--- src/hw/rtl/calorimeter_readout_bank_unpacker_defines.svh ---
// Assertion macros used by the bank unpacker queue.
// Depends on nothing; the assertion bodies are left out when SYNTH is defined.
`ifndef CALORIMETER_READOUT_BANK_UNPACKER_DEFINES_SVH
`define CALORIMETER_READOUT_BANK_UNPACKER_DEFINES_SVH
`ifndef SYNTH
// Checked property, muted while reset is high.
`define CRBU_ASSERT(lbl, ck, rs, prop, msg) \
  lbl: assert property (@(posedge ck) disable iff (rs) prop) else $error(msg);
// Checked property that also holds during reset.
`define CRBU_ASSERT_ALWAYS(lbl, ck, prop, msg) \
  lbl: assert property (@(posedge ck) prop) else $error(msg);
`else
`define CRBU_ASSERT(lbl, ck, rs, prop, msg)
`define CRBU_ASSERT_ALWAYS(lbl, ck, prop, msg)
`endif
`endif

--- src/hw/rtl/crbu_pkg.sv ---
// Types, constants and helper functions of the bank unpacker.
// Depends on nothing; the top level, front end, queue and parser use it by scoped names.
package crbu_pkg;

  localparam int CHAN_PER_CARD = 32;
  localparam int PAT_IDX_W     = 5;
  localparam int QDEPTH        = 2;
  localparam int QPTR_W        = 1;
  localparam int QCNT_W        = 2;

  localparam logic [1:0] FMT_NONE   = 2'd0;
  localparam logic [1:0] FMT_PLAIN  = 2'd1;
  localparam logic [1:0] FMT_PACKED = 2'd2;
  localparam logic [1:0] FMT_TAGGED = 2'd3;

  localparam logic CFG_FORMAT = 1'b0;
  localparam logic CFG_SKIP   = 1'b1;

  typedef enum logic [2:0] {
    PH_START, PH_PLAIN, PH_HDR, PH_SKIP, PH_PAT, PH_DATA2, PH_DATA3, PH_DISCARD
  } phase_t;

  typedef enum logic [1:0] {BK_IDLE, BK_BODY, BK_HALF, BK_TAIL} bk_state_t;

  typedef enum logic [1:0] {
    KIND_ADC   = 2'd0,
    KIND_CARD  = 2'd1,
    KIND_TRUNC = 2'd2
  } kind_t;

  typedef struct packed {
    logic [1:0] format_version;
    logic       skip_first_word;
  } cfg_t;

  typedef struct packed {
    logic [31:0] word;
    logic        first;
    logic        last;
    logic [8:0]  card;
    logic [6:0]  count;
    logic [5:0]  skip;
    logic [2:0]  flags;
  } entry_t;

  typedef struct packed {
    kind_t              kind;
    logic [8:0]         card;
    logic [2:0]         flags;
    logic [5:0]         channel;
    logic [15:0]        cell_id;
    logic signed [15:0] adc;
    logic               last;
  } result_t;

  // Phases in which a bank end means the card was cut short.
  function automatic logic in_card(phase_t p);
    return (p == PH_SKIP) || (p == PH_PAT) || (p == PH_DATA2) || (p == PH_DATA3);
  endfunction

  function automatic phase_t body_phase(logic [1:0] fmt);
    phase_t p;
    case (fmt)
      FMT_PLAIN: p = PH_PLAIN;
      FMT_NONE:  p = PH_DISCARD;
      default:   p = PH_HDR;
    endcase
    return p;
  endfunction

  function automatic phase_t after_trigger(logic [1:0] fmt, logic [6:0] left);
    phase_t p;
    if (fmt == FMT_TAGGED) begin
      p = (left != 7'd0) ? PH_DATA3 : PH_HDR;
    end else begin
      p = PH_PAT;
    end
    return p;
  endfunction

endpackage

--- src/hw/rtl/crbu_in_if.sv ---
// Input channel of the bank unpacker: one raw bank word per transaction.
// Depends on nothing.
interface crbu_in_if;
  logic        valid;
  logic        ready;
  logic [31:0] data_word;
  logic        first_word;
  logic        final_word;

  modport source (output valid, data_word, first_word, final_word, input ready);
  modport sink (input valid, data_word, first_word, final_word, output ready);
endinterface

--- src/hw/rtl/crbu_out_if.sv ---
// Output channel of the bank unpacker: one decoded result per transaction.
// Depends on nothing.
interface crbu_out_if;
  logic               valid;
  logic               ready;
  logic [1:0]         kind;
  logic [8:0]         card_code;
  logic [2:0]         link_flags;
  logic [5:0]         channel;
  logic [15:0]        cell_id;
  logic signed [15:0] adc_value;
  logic               last_result;

  modport source (output valid, kind, card_code, link_flags, channel, cell_id,
                  adc_value, last_result, input ready);
  modport sink (input valid, kind, card_code, link_flags, channel, cell_id,
                adc_value, last_result, output ready);
endinterface

--- src/hw/rtl/calorimeter_readout_bank_unpacker.sv ---
// Calorimeter readout bank unpacker, top level.
// Raw bank words arrive on the in channel, one 32-bit word per transaction,
// with first_word and final_word marking the bank limits. Decoded results
// leave on the out channel, one per transaction; last_result marks the final
// result that one input word produced, and words that produce nothing send
// nothing. The format registers are written through cfg_we/cfg_index/cfg_data
// while the block is idle, a rule for the user that the block does not enforce;
// they take effect at the next bank start, format_version also at a card header.
// A word passes through the queue and the parser's word register, and its first
// result is captured in the result register that drives out.valid.
// The parser loads each word, runs its body steps (with a half step more for a
// format 3 data word) and a bank-end step before it loads the next; a format 2
// data word emits one result per cycle while the receiver does not stall.
// A two-entry queue lets the front end keep taking words while the parser
// works; while no result is pending, the result register lets the parser
// step on though the receiver is not ready; a stalled receiver holds the parser.
// Reset (rst, synchronous) empties the queue, drops any pending result and
// puts the parser back to expecting a bank header; format_version resets to
// the pattern-compressed format and skip_first_word to zero.
// Depends on crbu_pkg, crbu_in_if, crbu_out_if, crbu_front, crbu_fifo, crbu_back.
module calorimeter_readout_bank_unpacker (
  input  logic       clk,
  input  logic       rst,
  crbu_in_if.sink    in,
  crbu_out_if.source out,
  input  logic       cfg_we,
  input  logic       cfg_index,
  input  logic [1:0] cfg_data
);
  crbu_pkg::cfg_t   cfg;
  crbu_pkg::entry_t q_wdata;
  crbu_pkg::entry_t q_rdata;
  logic             q_push;
  logic             q_pop;
  logic             q_full;
  logic             q_empty;

  // Configuration registers; a write lands on the register its index names.
  always_ff @(posedge clk) begin
    if (rst) begin
      cfg.format_version  <= crbu_pkg::FMT_PACKED;
      cfg.skip_first_word <= 1'b0;
    end else if (cfg_we) begin
      case (cfg_index)
        crbu_pkg::CFG_FORMAT: cfg.format_version  <= cfg_data;
        crbu_pkg::CFG_SKIP:   cfg.skip_first_word <= cfg_data[0];
        default: ;
      endcase
    end
  end

  // Front end: accepts words and pre-decodes header fields.
  crbu_front u_front (
    .in    (in),
    .full  (q_full),
    .push  (q_push),
    .entry (q_wdata)
  );

  // Queue that decouples acceptance from parsing.
  crbu_fifo u_fifo (
    .clk   (clk),
    .rst   (rst),
    .push  (q_push),
    .wdata (q_wdata),
    .pop   (q_pop),
    .rdata (q_rdata),
    .full  (q_full),
    .empty (q_empty)
  );

  // Parser and result register.
  crbu_back u_back (
    .clk     (clk),
    .rst     (rst),
    .cfg     (cfg),
    .q_empty (q_empty),
    .q_data  (q_rdata),
    .pop     (q_pop),
    .out     (out)
  );
endmodule

--- src/hw/rtl/crbu_front.sv ---
// Front end: takes input transactions and pre-decodes card header fields.
// Depends on crbu_pkg and crbu_in_if.
module crbu_front (
  crbu_in_if.sink         in,
  input  logic            full,
  output logic            push,
  output crbu_pkg::entry_t entry
);
  logic [8:0] ctrl;

  assign in.ready = !full;
  assign push     = in.valid && !full;
  assign ctrl     = in.data_word[31:23];

  always_comb begin
    entry.word  = in.data_word;
    entry.first = in.first_word;
    entry.last  = in.final_word;
    entry.card  = in.data_word[22:14];
    entry.count = in.data_word[13:7];
    entry.skip  = 6'(({1'b0, in.data_word[6:0]} + 8'd3) >> 2);
    entry.flags = {ctrl[6], ctrl[5], ctrl[0]};
  end
endmodule

--- src/hw/rtl/crbu_fifo.sv ---
// Short queue between the front end and the parser.
// Depends on crbu_pkg and the assertion macro header.
`include "calorimeter_readout_bank_unpacker_defines.svh"
module crbu_fifo (
  input  logic             clk,
  input  logic             rst,
  input  logic             push,
  input  crbu_pkg::entry_t wdata,
  input  logic             pop,
  output crbu_pkg::entry_t rdata,
  output logic             full,
  output logic             empty
);
  crbu_pkg::entry_t                  store [crbu_pkg::QDEPTH];
  logic [crbu_pkg::QPTR_W-1:0]       wr_ptr;
  logic [crbu_pkg::QPTR_W-1:0]       rd_ptr;
  logic [crbu_pkg::QCNT_W-1:0]       cnt;

  assign full  = (cnt == crbu_pkg::QCNT_W'(crbu_pkg::QDEPTH));
  assign empty = (cnt == '0);
  assign rdata = store[rd_ptr];

  always_ff @(posedge clk) begin
    if (push) begin
      store[wr_ptr] <= wdata;
    end
  end

  always_ff @(posedge clk) begin
    if (rst) begin
      wr_ptr <= '0;
      rd_ptr <= '0;
      cnt    <= '0;
    end else begin
      if (push) begin
        wr_ptr <= wr_ptr + 1'b1;
      end
      if (pop) begin
        rd_ptr <= rd_ptr + 1'b1;
      end
      case ({push, pop})
        2'b10:   cnt <= cnt + 1'b1;
        2'b01:   cnt <= cnt - 1'b1;
        default: cnt <= cnt;
      endcase
    end
  end

  `CRBU_ASSERT(a_cnt_bound, clk, rst, cnt <= crbu_pkg::QCNT_W'(crbu_pkg::QDEPTH), "queue overfilled")
  `CRBU_ASSERT(a_no_underflow, clk, rst, !(pop && empty), "pop from empty queue")
  `CRBU_ASSERT(a_fill, clk, rst, push && !pop |=> cnt == $past(cnt) + 1'b1, "queue count slipped")
endmodule

--- src/hw/rtl/crbu_back.sv ---
// Parser: walks queued words through the bank format and emits results.
// Depends on crbu_pkg and crbu_out_if.
module crbu_back (
  input  logic             clk,
  input  logic             rst,
  input  crbu_pkg::cfg_t   cfg,
  input  logic             q_empty,
  input  crbu_pkg::entry_t q_data,
  output logic             pop,
  crbu_out_if.source       out
);
  crbu_pkg::bk_state_t st, st_next;
  crbu_pkg::phase_t    phase, phase_next;
  crbu_pkg::entry_t    cur, cur_next;
  logic [5:0]          skip_left, skip_left_next;
  logic [31:0]         pat, pat_next;
  logic [5:0]          ch, ch_next;
  logic [5:0]          pos, pos_next;
  logic [3:0]          bo, bo_next;
  logic [11:0]         pv, pv_next;
  logic [6:0]          vl, vl_next;
  logic [8:0]          card, card_next;
  logic                o_valid;
  crbu_pkg::result_t   o_res;
  crbu_pkg::result_t   res;
  logic                emit, body_done, go, load_drop;

  assign go  = !o_valid || out.ready;
  assign pop = (st == crbu_pkg::BK_IDLE) && !q_empty;
  assign load_drop = (q_data.first || (phase == crbu_pkg::PH_START)) && cfg.skip_first_word;

  // Sequencing of one word: load, body steps (none if dropped), bank-end step.
  always_comb begin
    st_next = st;
    case (st)
      crbu_pkg::BK_IDLE: begin
        if (!q_empty) begin
          st_next = load_drop ? crbu_pkg::BK_TAIL : crbu_pkg::BK_BODY;
        end
      end
      crbu_pkg::BK_BODY: begin
        if (go) begin
          if (phase == crbu_pkg::PH_DATA3) begin
            st_next = crbu_pkg::BK_HALF;
          end else if (body_done) begin
            st_next = crbu_pkg::BK_TAIL;
          end
        end
      end
      crbu_pkg::BK_HALF: begin
        if (go) begin
          st_next = crbu_pkg::BK_TAIL;
        end
      end
      crbu_pkg::BK_TAIL: begin
        if (go) begin
          st_next = crbu_pkg::BK_IDLE;
        end
      end
      default: st_next = crbu_pkg::BK_IDLE;
    endcase
  end

  always_comb begin
    logic [31:0]          sh;
    logic [11:0]          v12;
    logic [5:0]           ch_n;
    logic [5:0]           pos_n;
    logic [6:0]           vl_n;
    logic                 cont;
    crbu_pkg::phase_t     nph;
    phase_next     = phase;
    cur_next       = cur;
    skip_left_next = skip_left;
    pat_next       = pat;
    ch_next        = ch;
    pos_next       = pos;
    bo_next        = bo;
    pv_next        = pv;
    vl_next        = vl;
    card_next      = card;
    emit           = 1'b0;
    body_done      = 1'b0;
    res            = '0;
    res.card       = card;
    res.channel    = ch;
    sh             = cur.word >> pos;
    v12            = '0;
    ch_n           = ch;
    pos_n          = pos;
    vl_n           = vl;
    cont           = 1'b0;
    nph            = phase;
    case (st)
      crbu_pkg::BK_IDLE: begin
        if (!q_empty) begin
          cur_next = q_data;
          pos_next = '0;
          if (q_data.first || (phase == crbu_pkg::PH_START)) begin
            phase_next = crbu_pkg::body_phase(cfg.format_version);
            bo_next    = '0;
            pv_next    = '0;
          end
        end
      end
      crbu_pkg::BK_BODY: begin
        if (go) begin
          case (phase)
            crbu_pkg::PH_PLAIN: begin
              emit      = 1'b1;
              res.kind  = crbu_pkg::KIND_ADC;
              res.card  = '0;
              res.channel = '0;
              res.cell_id = cur.word[31:16];
              res.adc   = $signed(cur.word[15:0]);
              res.last  = 1'b1;
              body_done = 1'b1;
            end
            crbu_pkg::PH_HDR: begin
              nph = (cur.skip != 6'd0) ? crbu_pkg::PH_SKIP
                  : crbu_pkg::after_trigger(cfg.format_version, cur.count);
              card_next      = cur.card;
              vl_next        = cur.count;
              skip_left_next = cur.skip;
              bo_next        = '0;
              pv_next        = '0;
              phase_next     = nph;
              emit           = 1'b1;
              res.kind       = crbu_pkg::KIND_CARD;
              res.card       = cur.card;
              res.flags      = cur.flags;
              res.channel    = '0;
              res.last       = !(cur.last && crbu_pkg::in_card(nph));
              body_done      = 1'b1;
            end
            crbu_pkg::PH_SKIP: begin
              skip_left_next = skip_left - 6'(skip_left != 6'd0);
              if (skip_left_next == 6'd0) begin
                phase_next = crbu_pkg::after_trigger(cfg.format_version, vl);
              end
              body_done = 1'b1;
            end
            crbu_pkg::PH_PAT: begin
              pat_next   = cur.word;
              ch_next    = '0;
              bo_next    = '0;
              pv_next    = '0;
              phase_next = crbu_pkg::PH_DATA2;
              body_done  = 1'b1;
            end
            crbu_pkg::PH_DATA2: begin
              if (bo != 4'd0) begin
                // Second part of a 12-bit value that straddled the word boundary.
                v12     = pv | 12'(cur.word << bo);
                emit    = 1'b1;
                res.adc = $signed({4'b0, v12}) - 16'sd256;
                ch_n    = ch + 6'd1;
                pos_n   = 6'd12 - {2'b0, bo};
                bo_next = '0;
                pv_next = '0;
              end else if ((ch < 6'(crbu_pkg::CHAN_PER_CARD)) && (pos < 6'd32)) begin
                if (!pat[ch[crbu_pkg::PAT_IDX_W-1:0]]) begin
                  emit    = 1'b1;
                  res.adc = $signed({12'b0, sh[3:0]}) - 16'sd8;
                  ch_n    = ch + 6'd1;
                  pos_n   = pos + 6'd4;
                end else if (pos <= 6'd20) begin
                  emit    = 1'b1;
                  res.adc = $signed({4'b0, sh[11:0]}) - 16'sd256;
                  ch_n    = ch + 6'd1;
                  pos_n   = pos + 6'd12;
                end else begin
                  bo_next   = 4'(6'd32 - pos);
                  pv_next   = sh[11:0];
                  body_done = 1'b1;
                end
              end else begin
                if (ch >= 6'(crbu_pkg::CHAN_PER_CARD)) begin
                  phase_next = crbu_pkg::PH_HDR;
                end
                body_done = 1'b1;
              end
              if (emit) begin
                cont = (ch_n < 6'(crbu_pkg::CHAN_PER_CARD)) && (pos_n < 6'd32) &&
                       (pat[ch_n[crbu_pkg::PAT_IDX_W-1:0]] ? (pos_n <= 6'd20)
                                                            : (pos_n <= 6'd28));
                res.kind = crbu_pkg::KIND_ADC;
                res.last = !(cont || (cur.last && (ch_n < 6'(crbu_pkg::CHAN_PER_CARD))));
                ch_next  = ch_n;
                pos_next = pos_n;
              end
            end
            crbu_pkg::PH_DATA3: begin
              if (vl != 7'd0) begin
                vl_n        = vl - 7'd1;
                vl_next     = vl_n;
                emit        = 1'b1;
                res.kind    = crbu_pkg::KIND_ADC;
                res.channel = cur.word[15:10];
                res.adc     = $signed({6'b0, cur.word[9:0]});
                res.last    = (vl_n == 7'd0);
              end
            end
            default: body_done = 1'b1;
          endcase
        end
      end
      crbu_pkg::BK_HALF: begin
        if (go) begin
          if (vl != 7'd0) begin
            vl_n        = vl - 7'd1;
            emit        = 1'b1;
            res.kind    = crbu_pkg::KIND_ADC;
            res.channel = cur.word[31:26];
            res.adc     = $signed({6'b0, cur.word[25:16]});
            res.last    = !(cur.last && (vl_n != 7'd0));
          end
          vl_next = vl_n;
          if (vl_n == 7'd0) begin
            phase_next = crbu_pkg::PH_HDR;
          end
        end
      end
      crbu_pkg::BK_TAIL: begin
        if (go && cur.last) begin
          if (crbu_pkg::in_card(phase)) begin
            emit        = 1'b1;
            res.kind    = crbu_pkg::KIND_TRUNC;
            res.channel = '0;
            res.last    = 1'b1;
          end
          phase_next = crbu_pkg::PH_START;
          bo_next    = '0;
          pv_next    = '0;
        end
      end
      default: ;
    endcase
  end

  always_ff @(posedge clk) begin
    if (rst) begin
      st        <= crbu_pkg::BK_IDLE;
      phase     <= crbu_pkg::PH_START;
      skip_left <= '0;
      pat       <= '0;
      ch        <= '0;
      pos       <= '0;
      bo        <= '0;
      pv        <= '0;
      vl        <= '0;
      card      <= '0;
      o_valid   <= 1'b0;
    end else begin
      st        <= st_next;
      phase     <= phase_next;
      skip_left <= skip_left_next;
      pat       <= pat_next;
      ch        <= ch_next;
      pos       <= pos_next;
      bo        <= bo_next;
      pv        <= pv_next;
      vl        <= vl_next;
      card      <= card_next;
      if (emit) begin
        o_valid <= 1'b1;
      end else if (out.ready) begin
        o_valid <= 1'b0;
      end
    end
  end

  always_ff @(posedge clk) begin
    cur <= cur_next;
    if (emit) begin
      o_res <= res;
    end
  end

  assign out.valid       = o_valid;
  assign out.kind        = o_res.kind;
  assign out.card_code   = o_res.card;
  assign out.link_flags  = o_res.flags;
  assign out.channel     = o_res.channel;
  assign out.cell_id     = o_res.cell_id;
  assign out.adc_value   = o_res.adc;
  assign out.last_result = o_res.last;
endmodule
--- src/flat_wrapper.sv ---
// flat-port wrapper written by rule: the top's interface ports become plain ports
module calorimeter_readout_bank_unpacker_flat 
  (clk, rst, cfg_we, cfg_index, cfg_data, in_valid, in_data_word, in_first_word, in_final_word, in_ready, out_valid, out_kind, out_card_code, out_link_flags, out_channel, out_cell_id, out_adc_value, out_last_result, out_ready);
  crbu_in_if in_i ();
  crbu_out_if out_i ();
  input  logic clk;
  input  logic rst;
  input  logic cfg_we;
  input  logic cfg_index;
  input  logic [1:0] cfg_data;
  input wire logic [$bits(in_i.valid)-1:0] in_valid;
  input wire logic [$bits(in_i.data_word)-1:0] in_data_word;
  input wire logic [$bits(in_i.first_word)-1:0] in_first_word;
  input wire logic [$bits(in_i.final_word)-1:0] in_final_word;
  output wire logic [$bits(in_i.ready)-1:0] in_ready;
  output wire logic [$bits(out_i.valid)-1:0] out_valid;
  output wire logic [$bits(out_i.kind)-1:0] out_kind;
  output wire logic [$bits(out_i.card_code)-1:0] out_card_code;
  output wire logic [$bits(out_i.link_flags)-1:0] out_link_flags;
  output wire logic [$bits(out_i.channel)-1:0] out_channel;
  output wire logic [$bits(out_i.cell_id)-1:0] out_cell_id;
  output wire logic [$bits(out_i.adc_value)-1:0] out_adc_value;
  output wire logic [$bits(out_i.last_result)-1:0] out_last_result;
  input wire logic [$bits(out_i.ready)-1:0] out_ready;
  assign in_i.valid = in_valid;
  assign in_i.data_word = in_data_word;
  assign in_i.first_word = in_first_word;
  assign in_i.final_word = in_final_word;
  assign in_ready = in_i.ready;
  assign out_valid = out_i.valid;
  assign out_kind = out_i.kind;
  assign out_card_code = out_i.card_code;
  assign out_link_flags = out_i.link_flags;
  assign out_channel = out_i.channel;
  assign out_cell_id = out_i.cell_id;
  assign out_adc_value = out_i.adc_value;
  assign out_last_result = out_i.last_result;
  assign out_i.ready = out_ready;
  calorimeter_readout_bank_unpacker u_core (.clk(clk), .rst(rst), .in(in_i), .out(out_i), .cfg_we(cfg_we), .cfg_index(cfg_index), .cfg_data(cfg_data));
endmodule
--- config.mk ---
export PLATFORM = sky130hd
export DESIGN_NAME = calorimeter_readout_bank_unpacker_flat
export DESIGN_NICKNAME = d
export VERILOG_FILES = /design/src/hw/rtl/crbu_pkg.sv /design/src/hw/rtl/crbu_in_if.sv /design/src/hw/rtl/crbu_out_if.sv /design/src/hw/rtl/calorimeter_readout_bank_unpacker.sv /design/src/hw/rtl/crbu_front.sv /design/src/hw/rtl/crbu_fifo.sv /design/src/hw/rtl/crbu_back.sv /design/src/flat_wrapper.sv
export VERILOG_INCLUDE_DIRS = /design/src /design/src/hw/rtl
export SDC_FILE = /design/constraint.sdc
export NUM_CORES = 1
export LEC_CHECK = 0
export ABC_AREA = 1
export BUFFER_PORTS_ARGS = -buffer_cell sky130_fd_sc_hd__buf_4
export CAP_MARGIN = 20
export CELL_PAD_IN_SITES_DETAIL_PLACEMENT = 1
export CELL_PAD_IN_SITES_GLOBAL_PLACEMENT = 1
export CORE_MARGIN = 5
export CORE_UTILIZATION = 46
export CTS_CLUSTER_DIAMETER = 120
export DETAILED_ROUTE_END_ITERATION = 16
export HOLD_SLACK_MARGIN = 0.05
export PLACE_DENSITY_LB_ADDON = 0.1
export SETUP_SLACK_MARGIN = 0.1
export SLEW_MARGIN = 15
export SYNTH_ARGS = -nofsm -noshare
export SYNTH_HDL_FRONTEND = slang
export SYNTH_SLANG_ARGS = --single-unit
export TNS_END_PERCENT = 1
--- constraint.sdc ---
create_clock -name clk -period 9.47 [get_ports clk]
set_clock_uncertainty 0.1 [all_clocks]
set_input_delay 0.947 -clock clk [delete_from_list [all_inputs] [get_ports clk]]
set_output_delay 0.947 -clock clk [all_outputs]
set_load 0.03 [all_outputs]
# == After elaboration in Yosys (flattened, before gate mapping) ==
# Memories as Yosys holds them, arrays and structs flattened. A register that Yosys moved wholly into a read port is not among the register bits.
# Cells that the tools add are included.
# W data, S select, Z words.
# totals
word_cells,298
romBits,0
regBits,206
mem_bits_rw,118
latchBits,0
mem_count,1
# memory_table
memory,words,width,rd,rd_clocked_by_memory_dff,wr,line,text
u_core.u_fifo.store,2,59,1,1,1,crbu_fifo.sv:14,crbu_pkg::entry_t store [crbu_pkg::QDEPTH];
# op_classes
n_shift,2
order_cmp,10
n_eq_ne,39
reduce_logical,60
addsub,15
bitwise_logic,3
n_div,0
n_mul,0
mux,139
# ops
cell,count
$mux W6,24
$mux W12,9
$mux W16,5
$mux W3,19
$mux W52,1
$pmux W16 S3,1
$pmux W6 S2,4
$pmux W12 S3,1
$mux W7,5
$mux W11,3
$mux W4,8
$pmux W16 S2,1
$shl A32 B4 Y12,1
$shr A32 B6 Y12,1
$mux W1,29
$pmux W7 S2,2
$sub A12 B9 Y13 const B,2
$lt A6 B6 Y1 const B,4
$pmux W12 S2,1
$pmux W3 S4,2
$reduce_bool A7 Y1,3
$eq A3 B3 Y1 const B,6
$le A6 B5 Y1 const B,3
$mux W2,9
other kinds (55),124

# == Logic depth before layout (Yosys ltp) ==
# logic_depth
ltp_word,18
mapped_depth,27
depth_no_buf,23

# == Cells and area by module ==
# From an unflattened synthesis, not the netlist that was laid out.
# hier_totals
hier_cells,1817
hier_area_um2,16555.9
# modules_own_cells
mod,area_per_inst_um2,cells_per_inst,seq_area_each_um2,n_inst
crbu_back,11367.2,1499,5094.9,1
crbu_fifo,4528.1,217,3643.5,1
crbu_front,536.8,83,0.0,1
calorimeter_readout_bank_unpacker,123.9,18,60.1,1

# == Worst setup path before layout ==
# OpenSTA, ideal clock, no wires.
# synth_path
path_kind,flip-flop to flip-flop
startpoint,reg u_core.u_back.pos[2]
endpoint,"reg u_core.u_back.o_res, in the netlist u_core.u_back.out.adc_value[0], enable pin"
path_stages_with_launch,18
n_path_buf,5
required_time_ns,8.831
arrival_time_ns,6.363
setup_slack_ns,2.468
path_cell_list,dfxtp_1 > clkbuf_1 > inv_1 > clkbuf_1 > clkbuf_1 > buf_1 > ha_1 > inv_1 > a31oi_1 > inv_1 > nand3_4 > nand2_4 > nand2_2 > buf_6 > inv_1 > nor2_2 > nor4_1 > o21ai_0
# synth_via
elab_chain_cells,11
elab_cells_between_ends,13
# synth_lines
element,line,text
"start, declared",crbu_back.sv:18,"logic [5:0] pos, pos_next;"
"start signal, assigned",crbu_back.sv:260,pos <= pos_next;
$le A6 B5 Y1,crbu_back.sv:167,end else if (pos <= 6'd20) begin
$mux W1,crbu_back.sv:167,
$mux W1,crbu_back.sv:162,if (!pat[ch[crbu_pkg::PAT_IDX_W-1:0]]) begin
$mux W1 *,crbu_back.sv:161,end else if ((ch < 6'(crbu_pkg::CHAN_PER_CARD)) && (pos < 6'd32)) begin
$mux W1 *,crbu_back.sv:152,if (bo != 4'd0) begin
$mux W1 *,crbu_back.sv:108,case (phase)
$mux W1 *,crbu_back.sv:107,if (go) begin
$mux W1 *,crbu_back.sv:94,case (st)
$pmux W1 S3 *,crbu_back.sv:108,
$mux W1 *,crbu_back.sv:107,
$pmux W1 S3 *,crbu_back.sv:94,
via u_core.u_back.emit,crbu_back.sv:26,"logic emit, body_done, go, load_drop;"
"end signal, assigned",crbu_back.sv:276,o_res <= res;
"end, declared",crbu_back.sv:24,crbu_pkg::result_t o_res;
# The timed path passes the listed nets; every way through them passes the cells marked *. The select of a mux whose other input is x is not followed.
# A chain may end at the register's enable or synchronous reset.

# == Worst setup path after layout ==
# layout_path
startpoint,reg u_core.u_back.pos[1]
endpoint,"reg u_core.u_back.o_valid, in the netlist u_core.u_back.out.valid"
# layout_via
elab_chain_cells,12
elab_cells_between_ends,15
# layout_lines
element,line,text
$le A6 B5 Y1,crbu_back.sv:167,
$mux W1,crbu_back.sv:167,
$mux W1,crbu_back.sv:162,
$mux W1 *,crbu_back.sv:161,
$mux W1 *,crbu_back.sv:152,
$mux W1 *,crbu_back.sv:108,
$mux W1 *,crbu_back.sv:107,
$mux W1 *,crbu_back.sv:94,
$pmux W1 S3 *,crbu_back.sv:108,
$mux W1 *,crbu_back.sv:107,
$pmux W1 S3 *,crbu_back.sv:94,
via u_core.u_back.emit,crbu_back.sv:26,
$mux W1 or $reduce_bool A2 Y1 (tied branches),-,
"end signal, assigned",crbu_back.sv:253,o_valid <= 1'b0;
"end signal, assigned",crbu_back.sv:266,o_valid <= 1'b1;
"end signal, assigned",crbu_back.sv:268,o_valid <= 1'b0;
"end, declared",crbu_back.sv:23,logic o_valid;
# Marked as above.

==> run_results.csv <==
group,metric,value,unit
status,status,"complete, no violations",
clock_tree,cts_root_buf,"clkbuf_16",
sta,drv_slew,0,
placement,dp.final_hpwl,36.0,mm
critical_path,critical_path_class,"reg -> reg",
logic_synthesis,syn-num-nets,1803,
logic_synthesis,synth_top_area_frac,0.368,
logic_synthesis,synthCells,1743,
logic_synthesis,synth_top_cell_by_area,"edfxtp_1",
global_routing,grt_antenna_before_repair,0,
logic_synthesis,yosysMostFrequentCell,"nand2_1",
logic_synthesis,syn_area,14000,um^2
global_routing,grt_overflow,0,
floorplan,die_x,185,um
global_routing,grt_pass1_vias,12769,
clock_tree,clkLatencyLatePin,0.57,ns
floorplan,io_pins,97,
clock_tree,cts_hold_buffers,0,
pwr,p_leak,6.48,nW
sta,min_period,4.48,ns
routing,vias_per_cell,5.74,
routing,wl_per_cell,22.0,um
logic_synthesis,yosysUniqueCellTypes,53,
logic_synthesis,synth_edf_count,172,
critical_path,cp_data_required_time,9.83,ns
logic_synthesis,postSynthAreaPerCell,8.06,um^2
logic_synthesis,synth_area_leaders,"edfxtp_1 37%, dfxtp_1 14%, nand2_1 12%",
sta,fin_hold_ws,0.366,ns
clock_tree,clock-sinks,268,
logic_synthesis,synthArstFlopShare,0,
floorplan,start_util,0.463,
routing,drtAntennaViolNets,0,
routing,drtIter0Drc,1060,
pwr,power_density,362,nW/um^2
sta,setup_ws,4.99,ns
pwr,peakVddDrop,240,uV
finish,insertedDiodeCount,0,
global_routing,grt_max_degree,61,
finish,syn2layout_area_growth,13.9,%
clock_tree,cts_tree,"done",
clock_tree,cts_resized,0,
critical_path,start_kind,"flop",
floorplan,die_y,185,um
placement,port_buffers,96,
floorplan,rows,64,
clock_tree,post-cts-setup-buffer-count,0,
sta,min_period_over_period,0.473,
global_routing,grt_pass1_wl,73.7,mm
logic_synthesis,yosys-top-cells-count,"444 x nand2_1, 200 x o21ai_0, 186 x inv_1",
logic_synthesis,ys_seq_elements,268,
sta,setup_viol,0,
hold_path,holdCritPathClass,"reg -> reg",
finish,fin_nets,1865,
logic_synthesis,ys_warn_count,0,
pwr,fin_total_pwr,5.79,mW
routing,drtPass1Iterations,5,
critical_path,worst_ep_arrival_time,4.84,ns
sta,rsz0062_at_grt,"no",
run,maxCapViolCount,0,
logic_synthesis,ys.flop_type,"edfxtp_1",
clock_tree,clk_pin_slew,0.07,ns
global_routing,track_usage,0.281,
routing,wirelength,48.9,mm
sta,fmax,0.223,GHz
floorplan,core_area,30300,um^2
routing,drc,0,
sta,setup_tns,0,ns
finish,drive_gt1_frac,0.101,
clock_tree,clockBufferDepth,3,
critical_path,crit_fanout,33,
placement,gp_congestion,0.981,
critical_path,end_kind,"flop",
clock_tree,htreeDepth,1,
clock_tree,cts_buffers,29,
sta,slew_headroom,0.338,
sta,tightestPinTransition,0.990,ns
routing,num_vias,12771,
logic_synthesis,synth_seq_area_share,0.504,
sta,hold_viol_final,0,
placement,pre_cts_slack,5.07,ns
floorplan,die-area,34100,um^2
[power breakdown]
part           internal (mW)  switching (mW)
registers               1.59           0.319
clock network          0.622           0.487
logic                  0.795            1.98
[sequential cells by signal, indices dropped and copies added (netlist names), 7 cells and up, named ones only]
register,flops
u_core.u_back.pv,12
u_core.u_back.out.cell_id,16
u_core.u_back.out.adc_value,16
u_core.u_back.out.card_code,9
u_core.u_back.card,9
u_core.u_fifo.store,80
u_core.u_back.vl,7
u_core.u_back.cur,39
u_core.u_back.pat,32
[worst paths after layout]
path | start | endpoint | slack (ns) | cells past startpoint
max | u_core.u_back.pos[1] | u_core.u_back.out.valid | 4.99 | 16
min | u_core.cfg[0] | u_core.cfg[0] | 0.37 | 2
max reg2reg | u_core.u_back.pos[1] | u_core.u_back.out.valid | 4.99 | 16
min reg2reg | u_core.cfg[0] | u_core.cfg[0] | 0.37 | 2
[routing by layer]
metal  vias up  share of wire  GRT usage  wire length, um
li1       6020              -          -                -
met1      6188           0.42      0.374            20400
met2       458           0.46      0.460            22500
met3       105          0.079     0.0525             3850
met4         0          0.044      0.103             2150
met5         -              0          0                0
[stage by stage]
step | cells | utilization | area, um^2
2_1_floorplan | 1743 | - | 14000
3_3_place_gp | 2170 | 0.497 | 15100
3_5_place_dp | 2170 | 0.497 | 15100
4_1_cts | 2223 | 0.527 | 16000
5_1_grt | 2223 | 0.527 | 16000
6_report | 2223 | 0.527 | 16000
[layout make-up]
class,count,area [um^2]
fillers,3694,14300
flip-flops and latches,268,7090
multi-input cells,1196,5910
repair buffers,115,863
clock buffers,35,748
inverters,195,732
well taps,396,495
clock inverters,18,166
[placed cells by master (no fill, tap or decap), drive strengths merged, types with 7 or more instances in the layout]
cell    Yosys  routed
a221oi      8       8
inv       190     192
edfxtp    172     172
a31oi      18      18
nor4        8       8
nor2      133     133
o22ai       7       7
a21oi     109     109
o211ai     27      27
dfxtp      96      96
mux2i       8       8
clkbuf     68      35
a211oi     16      16
nor3       22      22
nand2     453     453
ha         18      18
o21ai     204     204
buf        16     115
clkinv      5      18
xor2       15      15
nand3     114     114
[critical path, cell delays in order, from the launching register on]
cell,delay [ns]
dfxtp_1,0.87
clkinv_1,0.51
buf_4,0.36
ha_1,0.24
nand2_1,0.07
a31oi_1,0.10
inv_1,0.14
nand3_4,0.11
nand2_4,0.09
nand2_2,0.20
inv_1,0.14
nor2_2,0.06
nor4_1,0.37
o21ai_4,0.36
buf_4,0.39
o21ai_0,0.19
inv_1,0.05
[kinds of logic after synthesis]
group,after synthesis,synth area share
muxes,8,0.00570
buffers and inverters,279,0.0774
DFF,268,0.504
and+or+nand+nor,736,0.216
adders and majority gates,18,0.0160
AOI/OAI and AO/OA,413,0.166
xor gates and xnor gates,21,0.0144
Power figures use the tool's default switching activity.
